==> src/wssl_pkg.sv <==
// Shared types and constants for the WebAssembly custom-section locator.
// No dependencies; used by wssl_parser and wasm_signature_section_locator.
package wssl_pkg;

  localparam int POSITION_BITS_DEF = 32;
  localparam int NAME_BYTES_DEF    = 8;

  // Default section name, first character in the top byte
  localparam logic [63:0] SECTION_NAME_RESET = 64'h7477_6570_2E73_6967;

  localparam logic [7:0] LEB_DATA_MASK = 8'h7F;
  localparam logic [7:0] LEB_CONT_BIT  = 8'h80;

  localparam int OUT_TDATA_W = 104;

  typedef enum logic [2:0] {
    ST_OK        = 3'd0,
    ST_HEADER    = 3'd1,
    ST_MALFORMED = 3'd2,
    ST_NONE      = 3'd3,
    ST_NOT_LAST  = 3'd4
  } status_t;

  typedef enum logic [6:0] {
    PH_HEADER  = 7'b0000001,
    PH_ID      = 7'b0000010,
    PH_SIZE    = 7'b0000100,
    PH_NAMELEN = 7'b0001000,
    PH_NAME    = 7'b0010000,
    PH_SKIP    = 7'b0100000,
    PH_FOUND   = 7'b1000000
  } phase_t;

  typedef struct packed {
    status_t     status;
    logic [31:0] prefix_length;
    logic [31:0] payload_offset;
    logic [31:0] payload_length;
  } res_t;

  // Module magic: 00 'a' 's' 'm'
  function automatic logic [7:0] magic_byte(input logic [1:0] idx);
    logic [7:0] b;
    case (idx)
      2'd0:    b = 8'h00;
      2'd1:    b = 8'h61;
      2'd2:    b = 8'h73;
      default: b = 8'h6D;
    endcase
    return b;
  endfunction

endpackage

==> src/wssl_parser.sv <==
// Byte-at-a-time section parser: header check, LEB128 sizes, name compare.
// Depends on wssl_pkg.
module wssl_parser #(
  parameter int POSITION_BITS = wssl_pkg::POSITION_BITS_DEF,
  parameter int NAME_BYTES    = wssl_pkg::NAME_BYTES_DEF
) (
  input  logic             clk,
  input  logic             rst_n,
  input  logic             step,
  input  logic [7:0]       data_byte,
  input  logic             is_last,
  input  logic [63:0]      section_name,
  output wssl_pkg::res_t   res
);

  localparam int PW = POSITION_BITS + 1;
  localparam int SW = ((POSITION_BITS > 32) ? POSITION_BITS : 32) + 2;
  localparam logic [SW-1:0] END_LIMIT  = SW'(1) << POSITION_BITS;
  localparam logic [31:0]   NAME_COUNT = 32'(NAME_BYTES);
  localparam logic [3:0]    NAME_LAST  = 4'(NAME_BYTES);

  wssl_pkg::phase_t  phase_r, phase_nxt;
  logic [PW-1:0]     pos_r, pos_nxt;
  logic [31:0]       leb_val_r, leb_val_nxt;
  logic [2:0]        leb_cnt_r, leb_cnt_nxt;
  logic [PW-1:0]     sec_begin_r, sec_begin_nxt;
  logic [PW-1:0]     sec_finish_r, sec_finish_nxt;
  logic              custom_r, custom_nxt;
  logic [PW-1:0]     name_finish_r, name_finish_nxt;
  logic [3:0]        name_idx_r, name_idx_nxt;
  logic              name_match_r, name_match_nxt;
  logic              found_r, found_nxt;
  wssl_pkg::status_t err_r, err_nxt;

  logic          pos_ovf;
  logic [PW-1:0] pos_inc;
  logic          at_end;
  logic [6:0]    part;
  logic          leb_more;
  logic [4:0]    leb_sh;
  logic [31:0]   leb_new;
  logic          leb_bad;
  logic          leb_done;
  logic [SW-1:0] end_sum;
  logic [7:0]    name_exp;
  logic          match_now;
  logic [PW-1:0] pay_len;
  wssl_pkg::status_t fin_status;

  assign pos_ovf  = pos_r[POSITION_BITS];
  assign pos_inc  = pos_r + PW'(1);
  assign at_end   = (pos_inc >= sec_finish_r);
  assign part     = 7'(data_byte & wssl_pkg::LEB_DATA_MASK);
  assign leb_more = |(data_byte & wssl_pkg::LEB_CONT_BIT);
  assign name_exp = 8'(section_name >> {~name_idx_r[2:0], 3'b000});
  assign match_now = name_match_r && (data_byte == name_exp);

  // One LEB128 group per byte; the fifth byte carries only four value bits
  always_comb begin
    case (leb_cnt_r[1:0])
      2'd0:    leb_sh = 5'd0;
      2'd1:    leb_sh = 5'd7;
      2'd2:    leb_sh = 5'd14;
      default: leb_sh = 5'd21;
    endcase
    if (leb_cnt_r[2]) begin
      leb_new  = leb_val_r | {part[3:0], 28'b0};
      leb_bad  = leb_more || (part[6:4] != 3'b000);
      leb_done = !leb_bad;
    end else begin
      leb_new  = leb_val_r | (32'(part) << leb_sh);
      leb_bad  = 1'b0;
      leb_done = !leb_more;
    end
  end

  assign end_sum = SW'(pos_inc) + SW'(leb_new);

  always_comb begin
    phase_nxt       = phase_r;
    leb_val_nxt     = leb_val_r;
    leb_cnt_nxt     = leb_cnt_r;
    sec_begin_nxt   = sec_begin_r;
    sec_finish_nxt  = sec_finish_r;
    custom_nxt      = custom_r;
    name_finish_nxt = name_finish_r;
    name_idx_nxt    = name_idx_r;
    name_match_nxt  = name_match_r;
    found_nxt       = found_r;
    err_nxt         = err_r;
    pos_nxt         = pos_ovf ? pos_r : pos_inc;

    if (err_r == wssl_pkg::ST_OK) begin
      if (pos_ovf) begin
        err_nxt = (phase_r == wssl_pkg::PH_FOUND) ? wssl_pkg::ST_NOT_LAST
                                                  : wssl_pkg::ST_MALFORMED;
      end else begin
        case (phase_r)
          wssl_pkg::PH_HEADER: begin
            if ((pos_r < PW'(4)) && (data_byte != wssl_pkg::magic_byte(pos_r[1:0]))) begin
              err_nxt = wssl_pkg::ST_HEADER;
            end else if (pos_r >= PW'(7)) begin
              phase_nxt = wssl_pkg::PH_ID;
            end
          end
          wssl_pkg::PH_ID: begin
            sec_begin_nxt = pos_r;
            custom_nxt    = (data_byte == 8'h00);
            leb_val_nxt   = '0;
            leb_cnt_nxt   = '0;
            phase_nxt     = wssl_pkg::PH_SIZE;
          end
          wssl_pkg::PH_SIZE: begin
            leb_val_nxt = leb_new;
            if (leb_bad) begin
              err_nxt = wssl_pkg::ST_MALFORMED;
            end else if (leb_done) begin
              sec_finish_nxt = end_sum[PW-1:0];
              if (end_sum > END_LIMIT) begin
                err_nxt = wssl_pkg::ST_MALFORMED;
              end else if (leb_new == 32'd0) begin
                phase_nxt = wssl_pkg::PH_ID;
              end else if (custom_r) begin
                leb_val_nxt = '0;
                leb_cnt_nxt = '0;
                phase_nxt   = wssl_pkg::PH_NAMELEN;
              end else begin
                phase_nxt = wssl_pkg::PH_SKIP;
              end
            end else begin
              leb_cnt_nxt = leb_cnt_r + 3'd1;
            end
          end
          wssl_pkg::PH_NAMELEN: begin
            leb_val_nxt = leb_new;
            if (leb_bad) begin
              phase_nxt = at_end ? wssl_pkg::PH_ID : wssl_pkg::PH_SKIP;
            end else if (leb_done) begin
              if ((end_sum > SW'(sec_finish_r)) || (leb_new != NAME_COUNT)) begin
                phase_nxt = at_end ? wssl_pkg::PH_ID : wssl_pkg::PH_SKIP;
              end else begin
                name_finish_nxt = end_sum[PW-1:0];
                name_idx_nxt    = '0;
                name_match_nxt  = 1'b1;
                phase_nxt       = wssl_pkg::PH_NAME;
              end
            end else begin
              leb_cnt_nxt = leb_cnt_r + 3'd1;
              if (at_end) begin
                phase_nxt = wssl_pkg::PH_ID;
              end
            end
          end
          wssl_pkg::PH_NAME: begin
            name_match_nxt = match_now;
            name_idx_nxt   = name_idx_r + 4'd1;
            if (name_idx_nxt >= NAME_LAST) begin
              if (match_now) begin
                found_nxt = 1'b1;
                phase_nxt = wssl_pkg::PH_FOUND;
              end else begin
                phase_nxt = at_end ? wssl_pkg::PH_ID : wssl_pkg::PH_SKIP;
              end
            end
          end
          wssl_pkg::PH_SKIP: begin
            if (at_end) begin
              phase_nxt = wssl_pkg::PH_ID;
            end
          end
          wssl_pkg::PH_FOUND: begin
            if (pos_r >= sec_finish_r) begin
              err_nxt = wssl_pkg::ST_NOT_LAST;
            end
          end
          default: begin
            err_nxt = wssl_pkg::ST_MALFORMED;
          end
        endcase
      end
    end
  end

  // Verdict on the last byte, from the updated state
  always_comb begin
    if (err_nxt != wssl_pkg::ST_OK) begin
      fin_status = err_nxt;
    end else if (phase_nxt == wssl_pkg::PH_HEADER) begin
      fin_status = wssl_pkg::ST_HEADER;
    end else if (phase_nxt == wssl_pkg::PH_ID) begin
      fin_status = wssl_pkg::ST_NONE;
    end else if ((phase_nxt == wssl_pkg::PH_FOUND) && found_nxt &&
                 (sec_finish_nxt == pos_inc)) begin
      fin_status = wssl_pkg::ST_OK;
    end else begin
      fin_status = wssl_pkg::ST_MALFORMED;
    end
  end

  assign pay_len = sec_finish_nxt - name_finish_nxt;

  always_comb begin
    res.status = fin_status;
    if (fin_status == wssl_pkg::ST_OK) begin
      res.prefix_length  = 32'(SW'(sec_begin_nxt));
      res.payload_offset = 32'(SW'(name_finish_nxt));
      res.payload_length = 32'(SW'(pay_len));
    end else begin
      res.prefix_length  = '0;
      res.payload_offset = '0;
      res.payload_length = '0;
    end
  end

  always_ff @(posedge clk) begin
    if (!rst_n || (step && is_last)) begin
      phase_r       <= wssl_pkg::PH_HEADER;
      pos_r         <= '0;
      leb_val_r     <= '0;
      leb_cnt_r     <= '0;
      sec_begin_r   <= '0;
      sec_finish_r  <= '0;
      custom_r      <= 1'b0;
      name_finish_r <= '0;
      name_idx_r    <= '0;
      name_match_r  <= 1'b0;
      found_r       <= 1'b0;
      err_r         <= wssl_pkg::ST_OK;
    end else if (step) begin
      phase_r       <= phase_nxt;
      pos_r         <= pos_nxt;
      leb_val_r     <= leb_val_nxt;
      leb_cnt_r     <= leb_cnt_nxt;
      sec_begin_r   <= sec_begin_nxt;
      sec_finish_r  <= sec_finish_nxt;
      custom_r      <= custom_nxt;
      name_finish_r <= name_finish_nxt;
      name_idx_r    <= name_idx_nxt;
      name_match_r  <= name_match_nxt;
      found_r       <= found_nxt;
      err_r         <= err_nxt;
    end
  end

endmodule

==> src/wasm_signature_section_locator.sv <==
// Top level of the WebAssembly custom-section locator: stream ports, config
// register, input and result registers. Depends on wssl_pkg and wssl_parser.
//
// Usage:
//  - in_* carries the module one byte per beat; in_tlast marks its final byte.
//  - On the final byte one result beat leaves on out_*: status, the offset of
//    the matching section's id byte, and the offset and length of the payload
//    that follows the section name. Offsets are zero unless status is OK.
//  - cfg_* writes the 64-bit section name (first character in the top byte);
//    only the top NAME_BYTES bytes are compared. Write it between modules.
// Path: an accepted byte is held in the input register; the last byte is
//   parsed into the result register once that register is free, and the
//   result beat leaves from it on out_*.
// Throughput: one byte per cycle through the parse step between the input
//   and result registers; a final byte waits while a result is held.
// Reset: rst_n (synchronous) empties both registers, restores the default
//   section name and returns the parser to the header phase. The parser also
//   returns to that phase after each final byte, ready for the next module.
// Stall: a held result stalls a final byte waiting behind it and the bytes
//   after it; other bytes keep flowing while out_tready is low.
module wasm_signature_section_locator #(
  parameter int POSITION_BITS = wssl_pkg::POSITION_BITS_DEF,
  parameter int NAME_BYTES    = wssl_pkg::NAME_BYTES_DEF
) (
  input  logic                             clk,
  input  logic                             rst_n,
  // input stream
  input  logic                             in_tvalid,
  output logic                             in_tready,
  input  logic [7:0]                       in_tdata,   // [7:0] data_byte
  input  logic                             in_tlast,   // is_last
  // result stream
  output logic                             out_tvalid,
  input  logic                             out_tready,
  // [2:0] status, [34:3] prefix_length, [66:35] payload_offset,
  // [98:67] payload_length, [103:99] zero
  output logic [wssl_pkg::OUT_TDATA_W-1:0] out_tdata,
  // config write
  input  logic                             cfg_valid,
  output logic                             cfg_ready,
  input  logic [63:0]                      cfg_data    // section_name
);

  logic           in_valid_r;
  logic [7:0]     in_byte_r;
  logic           in_last_r;
  logic           out_valid_r;
  wssl_pkg::res_t out_res_r;
  logic [63:0]    name_r;
  logic           step;
  wssl_pkg::res_t res;

  // A non-final byte never needs the result register
  assign step      = in_valid_r && (!in_last_r || !out_valid_r || out_tready);
  assign in_tready = !in_valid_r || step;
  assign cfg_ready = 1'b1;

  wssl_parser #(
    .POSITION_BITS (POSITION_BITS),
    .NAME_BYTES    (NAME_BYTES)
  ) u_parser (
    .clk          (clk),
    .rst_n        (rst_n),
    .step         (step),
    .data_byte    (in_byte_r),
    .is_last      (in_last_r),
    .section_name (name_r),
    .res          (res)
  );

  // input register
  always_ff @(posedge clk) begin
    if (!rst_n) begin
      in_valid_r <= 1'b0;
    end else if (in_tready) begin
      in_valid_r <= in_tvalid;
    end
    if (in_tready && in_tvalid) begin
      in_byte_r <= in_tdata;
      in_last_r <= in_tlast;
    end
  end

  // result register
  always_ff @(posedge clk) begin
    if (!rst_n) begin
      out_valid_r <= 1'b0;
    end else if (step && in_last_r) begin
      out_valid_r <= 1'b1;
    end else if (out_tready) begin
      out_valid_r <= 1'b0;
    end
    if (step && in_last_r) begin
      out_res_r <= res;
    end
  end

  // section name register
  always_ff @(posedge clk) begin
    if (!rst_n) begin
      name_r <= wssl_pkg::SECTION_NAME_RESET;
    end else if (cfg_valid && cfg_ready) begin
      name_r <= cfg_data;
    end
  end

  assign out_tvalid = out_valid_r;
  assign out_tdata  = {5'b00000, out_res_r.payload_length, out_res_r.payload_offset,
                       out_res_r.prefix_length, out_res_r.status};

endmodule
==> config.mk <==
export PLATFORM = sky130hd
export DESIGN_NAME = wasm_signature_section_locator
export DESIGN_NICKNAME = d
export VERILOG_FILES = /design/src/wssl_pkg.sv /design/src/wssl_parser.sv /design/src/wasm_signature_section_locator.sv
export SDC_FILE = /design/constraint.sdc
export NUM_CORES = 1
export LEC_CHECK = 0
export BUFFER_PORTS_ARGS = -buffer_cell sky130_fd_sc_hd__buf_2
export CAP_MARGIN = 20
export CORE_MARGIN = 5
export CORE_UTILIZATION = 35
export CTS_BUF_LIST = sky130_fd_sc_hd__clkbuf_2 sky130_fd_sc_hd__clkbuf_4 sky130_fd_sc_hd__clkbuf_8
export DETAILED_ROUTE_END_ITERATION = 6
export PLACE_DENSITY_LB_ADDON = 0.25
export SYNTH_ARGS = -nofsm -noshare
export SYNTH_HDL_FRONTEND = slang
export SYNTH_HIERARCHICAL = 1
export SYNTH_SLANG_ARGS = --single-unit
==> constraint.sdc <==
create_clock -name clk -period 24.3 [get_ports clk]
set_input_delay 2.43 -clock clk [delete_from_list [all_inputs] [get_ports clk]]
set_output_delay 2.43 -clock clk [all_outputs]
set_load 0.02 [all_outputs]
# Word-level counts from Yosys, hierarchy flattened
# Index checks and enable logic that the tools add are counted.
# totals
output_inout_bits	107
regBits	357
inputBits	78
# classes
n_lt_le_gt_ge	7
n_shift	2
bitwise_logic	4
n_eq_ne	26
n_mux	82
addsub	5
n_reduce_logical	36
# op_table
op	count
33-bit two-way mux	12
32-bit two-way mux	9
7-bit two-way mux	14
32-bit case mux with 3 select lines	1
33-bit >= comparator	2
32-bit OR	2
64-bit by 6-bit >> shifter with 8-bit output	1
3-bit two-way mux	18
7-bit case mux with 6 select lines	1
33-bit by 32-bit adder with 34-bit output	1
34-bit by 33-bit greater-than comparator with 1-bit output	1
34-bit by 33-bit greater-than comparator with 1-bit output (second input constant)	1
33-bit by 1-bit adder with 33-bit output (second input constant)	1
33-bit == test	1
33-bit by 3-bit >= comparator with 1-bit output (second input constant)	1
33-bit by 3-bit less-than comparator with 1-bit output (second input constant)	1
32-bit zero test	1
32-bit by 4-bit != test with 1-bit output (second input constant)	1
7-bit by 5-bit << shifter with 32-bit output	1
32-bit subtractor	1
8-bit two-way mux	3
7-bit case mux with 3 select lines	1
5-bit case mux with 3 select lines	1
7-bit by 1-bit == test with 1-bit output (second input constant)	2
40 further kinds	84

# Depth between registers and ports, before layout
# Gate-level depths: netlist (run 1).
# logic_depth
depth_word	22
depth_mapped	45
mapped_depth_nobuf	41

# Cells and area by module
# Netlist (run 1), hierarchy kept.
# modules_own_cells
mod	area_each_um2	cells_per_inst	instances
wssl_parser	17787.1	2433	1
wasm_signature_section_locator	5764.3	334	1

# Worst setup path before layout (run 1)
# OpenSTA, ideal clock, no wires.
# synth_path
path_kind	register to register
startpoint	reg u_parser.pos_r[10]
endpoint	reg out_res_r, in the netlist out_tdata[94], data pin
setup_slack_ns	14.029
path_buffers	3
stages_incl_launch_ff	40
period_less_slack_ns	10.271
required_ns	24.148
arrival_time_ns	10.119
cell_sequence	dfxtp_1 clkbuf_1 and4_1 nand3_1 or3_1 nor2_1 nand2_1 xnor2_1 ha_1 clkbuf_1 a21oi_1 o211ai_1 a21boi_0 inv_1 o31a_1 a311oi_1 ha_1 nand4_1 (+4 left out) o21a_1 nand4_2 nor2_1 clkbuf_1 mux2i_1 ha_1 o21a_1 o31a_1 o221a_2 nor4_1 o311ai_0 and4_1 a311oi_1 a21oi_1 a211oi_1 o21bai_1 or4b_2 a31oi_1
# synth_via
elab_chain_len	18
word_cells_on_any_way	57
classes_between	3 x add/sub; 6 x order compare; 4 x eq/ne; 38 x mux; 6 x reduce/logical
# synth_rtl
element	line_no	source
from (decl)	wssl_parser.sv:23	logic [PW-1:0] pos_r, pos_nxt;
from (signal assigned)	wssl_parser.sv:231	pos_r <= pos_nxt;
33-bit by 1-bit adder with 33-bit output (*)	wssl_parser.sv:51	assign pos_inc = pos_r + PW'(1);
named net u_parser.pos_inc[22]	wssl_parser.sv:36	logic [PW-1:0] pos_inc;
33-bit by 32-bit adder with 34-bit output	wssl_parser.sv:77	assign end_sum = SW'(pos_inc) + SW'(leb_new);
34-bit by 33-bit greater-than comparator with 1-bit output	wssl_parser.sv:139	if ((end_sum > SW'(sec_finish_r)) || (leb_new != NAME_COUNT)) begin
1-bit logical OR	wssl_parser.sv:139	
7-bit two-way mux	wssl_parser.sv:139	
7-bit two-way mux	wssl_parser.sv:138	end else if (leb_done) begin
7-bit two-way mux	wssl_parser.sv:136	if (leb_bad) begin
(+2 left out)	--	
7-bit two-way mux	wssl_parser.sv:93	if (err_r == wssl_pkg::ST_OK) begin
7-bit == test	wssl_parser.sv:192	end else if ((phase_nxt == wssl_pkg::PH_FOUND) && found_nxt &&
1-bit logical AND (2 in a row)	wssl_parser.sv:192	
2-bit two-way mux	wssl_parser.sv:192	
3-bit two-way mux	wssl_parser.sv:190	end else if (phase_nxt == wssl_pkg::PH_ID) begin
3-bit two-way mux	wssl_parser.sv:188	end else if (phase_nxt == wssl_pkg::PH_HEADER) begin
3-bit two-way mux	wssl_parser.sv:186	if (err_nxt != wssl_pkg::ST_OK) begin
3-bit zero test	wssl_parser.sv:204	if (fin_status == wssl_pkg::ST_OK) begin
to (signal assigned)	wasm_signature_section_locator.sv:94	out_res_r <= res;
to (decl)	wasm_signature_section_locator.sv:48	wssl_pkg::res_t out_res_r;
# The timed path passes the listed nets; every way through them passes the cells marked *.
# A chain may end at the register's enable or synchronous reset.

# Worst setup path in the final report (run 1)
# layout_path
startpoint	reg u_parser.leb_cnt_r[0]
endpoint	reg out_res_r, in the netlist out_tdata[94], data pin
# layout_via
elab_chain_len	22
word_cells_on_any_way	53
classes_between	2 x add/sub; 2 x order compare; 7 x eq/ne; 1 x shift; 33 x mux; 1 x bitwise; 7 x reduce/logical
# layout_rtl
element	line_no	source
from (decl)	wssl_parser.sv:25	logic [2:0] leb_cnt_r, leb_cnt_nxt;
from (signal assigned)	wssl_parser.sv:233	leb_cnt_r <= leb_cnt_nxt;
2-bit == test (tied with other cells)	wssl_parser.sv:60	case (leb_cnt_r[1:0])
5-bit case mux with 3 select lines (*)	wssl_parser.sv:60	
7-bit by 5-bit << shifter with 32-bit output (*)	wssl_parser.sv:71	leb_new = leb_val_r | (32'(part) << leb_sh);
32-bit OR (*)	wssl_parser.sv:71	
32-bit two-way mux (*)	wssl_parser.sv:66	if (leb_cnt_r[2]) begin
33-bit by 32-bit adder with 34-bit output	wssl_parser.sv:77	
34-bit by 33-bit greater-than comparator with 1-bit output	wssl_parser.sv:139	
1-bit logical OR	wssl_parser.sv:139	
(+5 left out)	--	
7-bit two-way mux	wssl_parser.sv:93	
7-bit == test	wssl_parser.sv:192	
1-bit logical AND (2 in a row)	wssl_parser.sv:192	
2-bit two-way mux	wssl_parser.sv:192	
3-bit two-way mux	wssl_parser.sv:190	
3-bit two-way mux	wssl_parser.sv:188	
3-bit two-way mux	wssl_parser.sv:186	
3-bit zero test	wssl_parser.sv:204	
# Mark *: on every way between the ends. The rest lies on a longest branch, timed or not.

==> results of run 1 <==
==> power groups by stage <==
stage	combinational, mW	sequential [mW]	clock (mW)
CTS	0.206	0.641	0.640
finish	0.207	0.641	0.617
global route	0.227	0.643	0.666
detailed placement	0.205	0.653	0
global placement	0.202	0.653	0
floorplan	0.146	0.650	0
==> sequential cells by signal, indices dropped and copies added, names as in the netlist <==
name / flops
in_byte_r: 8
in_last_r: 1
in_valid_r: 1
name_r: 64
out_tdata: 99
out_tvalid: 1
u_parser/custom_r: 1
u_parser/err_r: 3
u_parser/found_r: 1
u_parser/leb_cnt_r: 3
u_parser/leb_val_r: 32
u_parser/name_finish_r: 32
u_parser/name_idx_r: 4
u_parser/name_match_r: 1
u_parser/phase_r: 7
u_parser/pos_r: 33
u_parser/sec_begin_r: 32
u_parser/sec_finish_r: 33
==> cell usage after synthesis, types with 14 or more instances <==
library cell    n  area (µm²)
a21oi_1       190         951
mux2i_1       142        1420
buf_2          16        80.1
nand2_1       318        1190
or4_1          14         105
nand3_1        63         315
nor2_1        299        1120
o211ai_1       16         120
and2_1         15        93.8
mux2_2         19         214
edfxtp_1      108        3240
nand4_1        48         300
or3_1          31         194
xnor2_1        79         692
o21a_1         26         195
xor2_1         63         552
a211oi_1       74         556
nor3_1         51         255
clkbuf_1      132         495
dfxtp_1       248        4960
nand2b_1       20         125
and3_1         23         144
ha_1          171        2140
nor4_1         29         181
o22ai_1        14        87.6
inv_1          98         368
a31oi_1        17         106
nor2b_1        44         275
o21ai_0       118         591
a21o_1         59         443
==> worst register-to-register path, delay by kind of cell (launching register included) <==
kind	cells	cell delay, ns
AOI/OAI and AO/OA	19	5.25
buffers and inverters	2	0.68
DFF	1	0.35
and+or+nand+nor	9	3.40
muxes	2	1.04
adders and majority gates	4	1.51
==> area by class of cell <==
class,count,area (µm²),area share
Clock buffer,100,1260,0.0473
Sequential cell,356,8210,0.309
Clock inverter,21,166,0.00626
Tap cell,873,1090,0.0411
Multi-Input combinational cell,2144,14300,0.536
Timing Repair Buffer,221,1250,0.0469
Inverter,99,372,0.0140
==> cells by family (layout without fill, tap and decap cells) <==
logic type,after synthesis,in the layout,share of synthesized area
AO/OA/AOI/OAI,646,646,0.180
XOR/XNOR,142,142,0.0528
adder cells (fa/ha/maj),173,173,0.0925
buffers and inverters,271,441,0.0490
flip-flops,356,356,0.349
multiplexers,167,167,0.0749
other,2,6,0.000319
AND/OR/NAND/NOR,1010,1010,0.202
==> layer usage <==
metal / vias to the layer above / GRT usage / part of all wire
li1: 10248 / - / -
met1: 10406 / 0.285 / 0.43
met2: 787 / 0.384 / 0.47
met3: 179 / 0.0443 / 0.065
met4: 8 / 0.0733 / 0.033
met5: - / 0 / 0.00043
==> metrics by stage <==
stage	hold slack [ns]	utilization
2_1_floorplan	0.432	-
5_1_grt	0.479	0.398
6_report	0.454	0.398
4_1_cts	0.457	0.397
3_3_place_gp	0.443	0.375
3_5_place_dp	0.450	0.376
==> final timing paths <==
| kind | endpoint | slack (ns) | startpoint | cells past startpoint |
|---|---|---|---|---|
| worst min-delay path | u_parser/sec_begin_r[11]$_SDFFE_PP0P_ | 0.45 | u_parser/sec_begin_r[11]$_SDFFE_PP0P_ | 2 |
| worst max register to register | out_tdata[94]$_DFFE_PP_ | 11.93 | u_parser/leb_cnt_r[0]$_SDFFE_PP0P_ | 36 |
| worst max-delay path | out_tdata[94]$_DFFE_PP_ | 11.93 | u_parser/leb_cnt_r[0]$_SDFFE_PP0P_ | 36 |
| worst min register to register | u_parser/sec_begin_r[11]$_SDFFE_PP0P_ | 0.45 | u_parser/sec_begin_r[11]$_SDFFE_PP0P_ | 2 |
==> metrics.yaml, run 1 <==
synthesis:
  synth.ff_latch_count: 356
  synth_cell_types: 90
  seq_area_frac_synth: 0.349
  synth_cells: 2767
  yosys_warnings: 6
  synth_area_um2: 23600
  syn-mean-instance-area_um2: 8.51
  ys_async_sr_fraction: 0
  synth_edf_count: 108
  synth_ff_type: "dfxtp_1"
clock_tree:
  clkTransAtPathRegs_ns: 0.05
  clk_latency_ns: 0.65
  cts_root_buf: "clkbuf_8"
  clock_sinks: 356
  clk_path_buf_depth: 3
  ctsHoldBuffers: 0
  cts_tree: "done"
  postCtsSetupBuffers: 0
  htree_num_levels: 3
  cts_buffers: 68
  post_cts_resize_count: 0
sta:
  layout_setup_ws_ns: 11.93
  tightest_slew_ns: 1.11
  clock_skew_ns: 0.0383
  drv_slew: 0
  setup_tns_ns: 0
  rsz0062_at_grt: "false"
  final-hold-violation-count: 0
  maxSlewHeadroom: 0.253
  layout_min_cycle_time_ns: 12.37
  finalCritPeriodShare: 0.509
  setup_violations: 0
  clock.fmax_ghz: 0.0809
die:
  io_pins: 185
  die_w_um: 269
  start_util: 0.352
  num_rows: 95
  fp.coreArea_um2: 66900
  die_y_um: 269
  fp.dieArea_um2: 72600
layout:
  drive_gt1_frac: 0.135
  nFillCells: 6803
  finalInstanceArea_um2: 26600
  final_cell_mix: "nand2_1, nor2_1, dfxtp_1"
  final-instance-count-excl-fill: 3814
  area_growth_syn_to_layout_pct: 13.0
  layout_commonest_cell: "nand2_1"
  n_antenna_cell: 0
  nNetsFinal: 3141
placed_design:
  hpwl_mm: 66.5
  dpl_cell_area_um2: 25200
  port_buffers: 178
  gp_congestion: 0.982
  dp_cells: 3692
  post-place-ws_ns: 12.12
setup_path:
  arrival_ns: 12.85
  worstPathRequired_ns: 24.78
  crit_slowest_cell: "or4b_2"
  max_stage_delay_ns: 0.70
  end_kind: "register"
  start_kind: "register"
  critPathTopFamily: "compound AO/OA/AOI/OAI gates"
  critPathBufInv: 2
  critPathKind: "reg2reg"
  cp_max_fo: 34
route:
  dr.pass1.iters: 5
  wl_mm: 85.5
  drtIter0Drc: 1578
  ant_nets: 0
  num_vias: 21628
  drc_errors: 0
  via_per_inst: 5.67
  wl_per_cell_um: 22.4
global_route:
  grt_max_degree: 80
  grt_usage: 0.224
  grt_pass1_wl_mm: 128
  grt_antenna_before_repair: 6
  grt_pass1_vias: 21061
  grt_overflow: 0
pwr:
  comb_power_share: 0.142
  p_switching_mw: 0.404
  p_sw_frac: 0.276
  leakagePower_nw: 10.9
  p_total_mw: 1.47
  peakVddDrop_v: 0.0000402
  seq_power_share: 0.437
  power_density_nw_per_um2: 55.1
  p_int_mw: 1.06
  clockPowerShare: 0.421
flow_run:
  drv_cap: 0
run_status:
  status: "finished, final reports clean"
worst_hold_path:
  holdCritPathClass: "reg2reg"
Power figures use the tool's default switching activity.
==> run 2: changes to the inputs <==
--- a/config.mk
+++ b/config.mk
@@ -5,6 +5,7 @@
 export SDC_FILE = /design/constraint.sdc
 export NUM_CORES = 1
 export LEC_CHECK = 0
+export ABC_AREA = 1
 export BUFFER_PORTS_ARGS = -buffer_cell sky130_fd_sc_hd__buf_2
 export CAP_MARGIN = 20
 export CORE_MARGIN = 5
==> constraint.sdc (replaced) <==
create_clock -name clk -period 11.5 [get_ports clk]
set_input_delay 1.15 -clock clk [delete_from_list [all_inputs] [get_ports clk]]
set_output_delay 1.15 -clock clk [all_outputs]
set_load 0.02 [all_outputs]
==> run 2 against run 1 <==
  * Critical path depth is 19 higher
  * First-iteration DRC count is 7.0% higher
  * Synthesized cell count is 28% higher
  * Final area is 5.1% higher
  * Sequential power is 120% higher
  * Combinational power grew to 4.3 times the previous value
  * Utilization is 0.49 points lower
  * Worst setup slack worse by 10 ns
  * Register-to-register slack worse by 10 ns
  * Via count is 8.5% higher
  * Total power is 150% higher
  * Critical path type unchanged
  * Largest power group unchanged
  * Highest routed layer is now met4
==> metrics.yaml, run 2 <==
setup_path:
  arrival_ns: 10.32  # was 12.85 ns
  max_stage_delay_ns: 0.56  # was 0.70 ns
  critPathKind: "reg2reg"  # unchanged
  crit_slowest_cell: "dfxtp_1"  # was or4b_2
  cp_max_fo: 13  # was 34
  start_kind: "register"  # unchanged
  end_kind: "register"  # unchanged
  cpMostUsedCell: "nand2_1"
  worstPathRequired_ns: 11.90  # was 24.78 ns
placed_design:
  dpl_cell_area_um2: 26500  # was 25200 µm²
  hpwl_mm: 63.9  # was 66.5 mm
  dp_cells: 4572  # was 3692
  port_buffers: 178  # unchanged
  gp_congestion: 0.972  # was 0.982
clock_tree:
  cts_root_buf: "clkbuf_8"  # unchanged
  clock_sinks: 356  # unchanged
  post_cts_resize_count: 0  # unchanged
  clk_path_buf_depth: 3  # unchanged
  clkTransAtPathRegs_ns: 0.06  # was 0.05 ns
  htree_num_levels: 3  # unchanged
  ctsHoldBuffers: 0  # unchanged
  clk_latency_ns: 0.68  # was 0.65 ns
  cts_tree: "done"  # unchanged
  cts_buffers: 68  # unchanged
  postCtsSetupBuffers: 0  # unchanged
global_route:
  grt_usage: 0.207  # was 0.224
  grt_max_degree: 76  # was 80
  grt_antenna_before_repair: 2  # was 6
  grt_pass1_vias: 22132  # was 21061
  grt_overflow: 0  # unchanged
  grt_pass1_wl_mm: 127  # was 128 mm
layout:
  area_growth_syn_to_layout_pct: 11.8  # was 13.0%
  multi_input_area_um2: 14200  # was 14300 µm²
  nFillCells: 7691  # was 6803
  largest_register_ff_count: 99  # unchanged
  nNetsFinal: 3943  # was 3141
  drive_gt1_frac: 0.132  # was 0.135
  layout_commonest_cell: "nand2_1"  # unchanged
  final_cell_mix: "nand2_1, inv_1, nor2_1"  # was nand2_1, nor2_1, dfxtp_1
  final-instance-count-excl-fill: 4697  # was 3814
  finalInstanceArea_um2: 28000  # was 26600 µm²
  seq_area_um2: 8210  # unchanged
synthesis:
  synth_area_leaders: "dfxtp_1, edfxtp_1, nand2_1"  # was dfxtp_1, edfxtp_1, ha_1
  synth.ff_latch_count: 356  # unchanged
  synth_cells: 3551  # was 2767
  synth_ff_type: "dfxtp_1"  # unchanged
  yosys_warnings: 6  # unchanged
  synth_cell_types: 70  # was 90
  synth_area_um2: 25000  # was 23600 µm²
  synth_edf_count: 108  # unchanged
  synth_area_leader_cell: "dfxtp_1"  # unchanged
  yosysMostFrequentCell: "nand2_1"  # unchanged
  ys_async_sr_fraction: 0  # unchanged
  synth_top_cells_by_count: "nand2_1, inv_1, nor2_1"  # was nand2_1, nor2_1, dfxtp_1
  syn-mean-instance-area_um2: 7.05  # was 8.51 µm²
  netlist.area_leader.share: 0.198  # was 0.211
  seq_area_frac_synth: 0.328  # was 0.349
route:
  dr.pass1.iters: 5  # unchanged
  wl_mm: 82.5  # was 85.5 mm
  via_per_inst: 5.00  # was 5.67
  wl_per_cell_um: 17.6  # was 22.4 µm
  ant_nets: 0  # unchanged
  drc_errors: 0  # unchanged
  drtIter0Drc: 1688  # was 1578
  num_vias: 23473  # was 21628
die:
  io_pins: 185  # unchanged
  die_w_um: 277  # was 269 µm
  num_rows: 98  # was 95
  fp.dieArea_um2: 76900  # was 72600 µm²
  start_util: 0.351  # was 0.352
  die_y_um: 277  # was 269 µm
  fp.coreArea_um2: 71200  # was 66900 µm²
sta:
  maxSlewHeadroom: 0.291  # was 0.253
  final-hold-violation-count: 0  # unchanged
  layout_min_cycle_time_ns: 9.92  # was 12.37 ns
  drv_slew: 0  # unchanged
  setup_violations: 0  # unchanged
  rsz0062_at_grt: "false"  # unchanged
  finalCritPeriodShare: 0.863  # was 0.509
  setup_tns_ns: 0  # unchanged
  clock_skew_ns: 0.0465  # was 0.0383 ns
  clock.fmax_ghz: 0.101  # was 0.0809 GHz
  tightest_slew_ns: 1.05  # was 1.11 ns
pwr:
  seq_power_share: 0.384  # was 0.437
  power_density_nw_per_um2: 130  # was 55.1 nW/µm²
  clockPowerShare: 0.369  # was 0.421
  peakVddDrop_v: 0.000105  # was 0.0000402 V
  leakagePower_nw: 13.3  # was 10.9 nW
  p_switching_mw: 1.26  # was 0.404 mW
  p_sw_frac: 0.345  # was 0.276
  p_int_mw: 2.39  # was 1.06 mW
  comb_power_share: 0.247  # was 0.142
run_status:
  status: "finished, final reports clean"  # unchanged
flow_run:
  drv_cap: 0  # unchanged
worst_hold_path:
  holdCritPathClass: "reg2reg"  # unchanged
==> run 2: worst max-delay path: cells and delay by family (launching register included) <==
kind / cells / cell delay [ns]
xor+xnor: 1 / 0.35
compound gates: 8 / 2.07
simple gates: 38 / 4.36
flops: 1 / 0.56
fa+ha+maj: 4 / 1.55
buf+inv: 4 / 0.74
==> run 2: layout make-up <==
type | count | area share
diodes | 1 | 0.0000895
clock buffers | 102 | 0.0442
clock inverters | 22 | 0.00823
inverters | 499 | 0.0676
multi-input cells | 2573 | 0.507
flip-flops and latches | 356 | 0.293
well taps | 950 | 0.0425
repair buffers | 194 | 0.0366
==> run 2: path summary, 6_finish.rpt <==
check	start	end	slack, ns	cells past startpoint
hold reg to reg	u_parser/sec_begin_r[10]$_SDFFE_PP0P_	u_parser/sec_begin_r[10]$_SDFFE_PP0P_	0.44	2
setup reg to reg	u_parser/pos_r[0]$_SDFFE_PP0P_	out_tdata[98]$_DFFE_PP_	1.58	55
setup / recovery	u_parser/pos_r[0]$_SDFFE_PP0P_	out_tdata[98]$_DFFE_PP_	1.58	55
hold / removal	u_parser/sec_begin_r[10]$_SDFFE_PP0P_	u_parser/sec_begin_r[10]$_SDFFE_PP0P_	0.44	2
==> run 2: power groups by stage <==
| stage | logic (mW) | clock network [mW] | registers (mW) |
|---|---|---|---|
| floorplan | 0.701 | 0 | 1.43 |
| global placement | 0.897 | 0 | 1.43 |
| detailed placement | 0.897 | 0 | 1.43 |
| CTS | 0.900 | 1.40 | 1.40 |
| global route | 1.00 | 1.45 | 1.41 |
| finish | 0.899 | 1.34 | 1.40 |
==> run 2: cells by family (layout without fill, tap and decap cells) <==
family	Yosys count	in the layout	synth area share
adder cells (fa/ha/maj)	173	173	0.0871
AND/OR/NAND/NOR	1645	1645	0.306
XOR/XNOR	69	69	0.0245
AO/OA/AOI/OAI	678	678	0.147
flip-flops	356	356	0.328
other	2	7	0.000300
multiplexers	2	2	0.000800
buffers and inverters	626	817	0.107
==> run 2: through the flow <==
stage | hold WS, ns | total power, mW | util | worst slack, ns
after global placement | 0.430 | 2.32 | 0.372 | 1.75
after global routing | 0.453 | 3.86 | 0.393 | 0.766
after detailed placement | 0.433 | 2.32 | 0.372 | 1.78
after floorplan | 0.420 | 2.13 | - | 4.24
after CTS | 0.442 | 3.70 | 0.393 | 1.73
final | 0.439 | 3.64 | 0.393 | 1.58
==> run 2: routing by layer <==
| layer | vias up | GRT usage | share of wire |
|---|---|---|---|
| li1 | 11940 | - | - |
| met1 | 10837 | 0.269 | 0.45 |
| met2 | 555 | 0.352 | 0.47 |
| met3 | 141 | 0.0295 | 0.043 |
| met4 | 0 | 0.0752 | 0.037 |
| met5 | - | 0 | 0 |
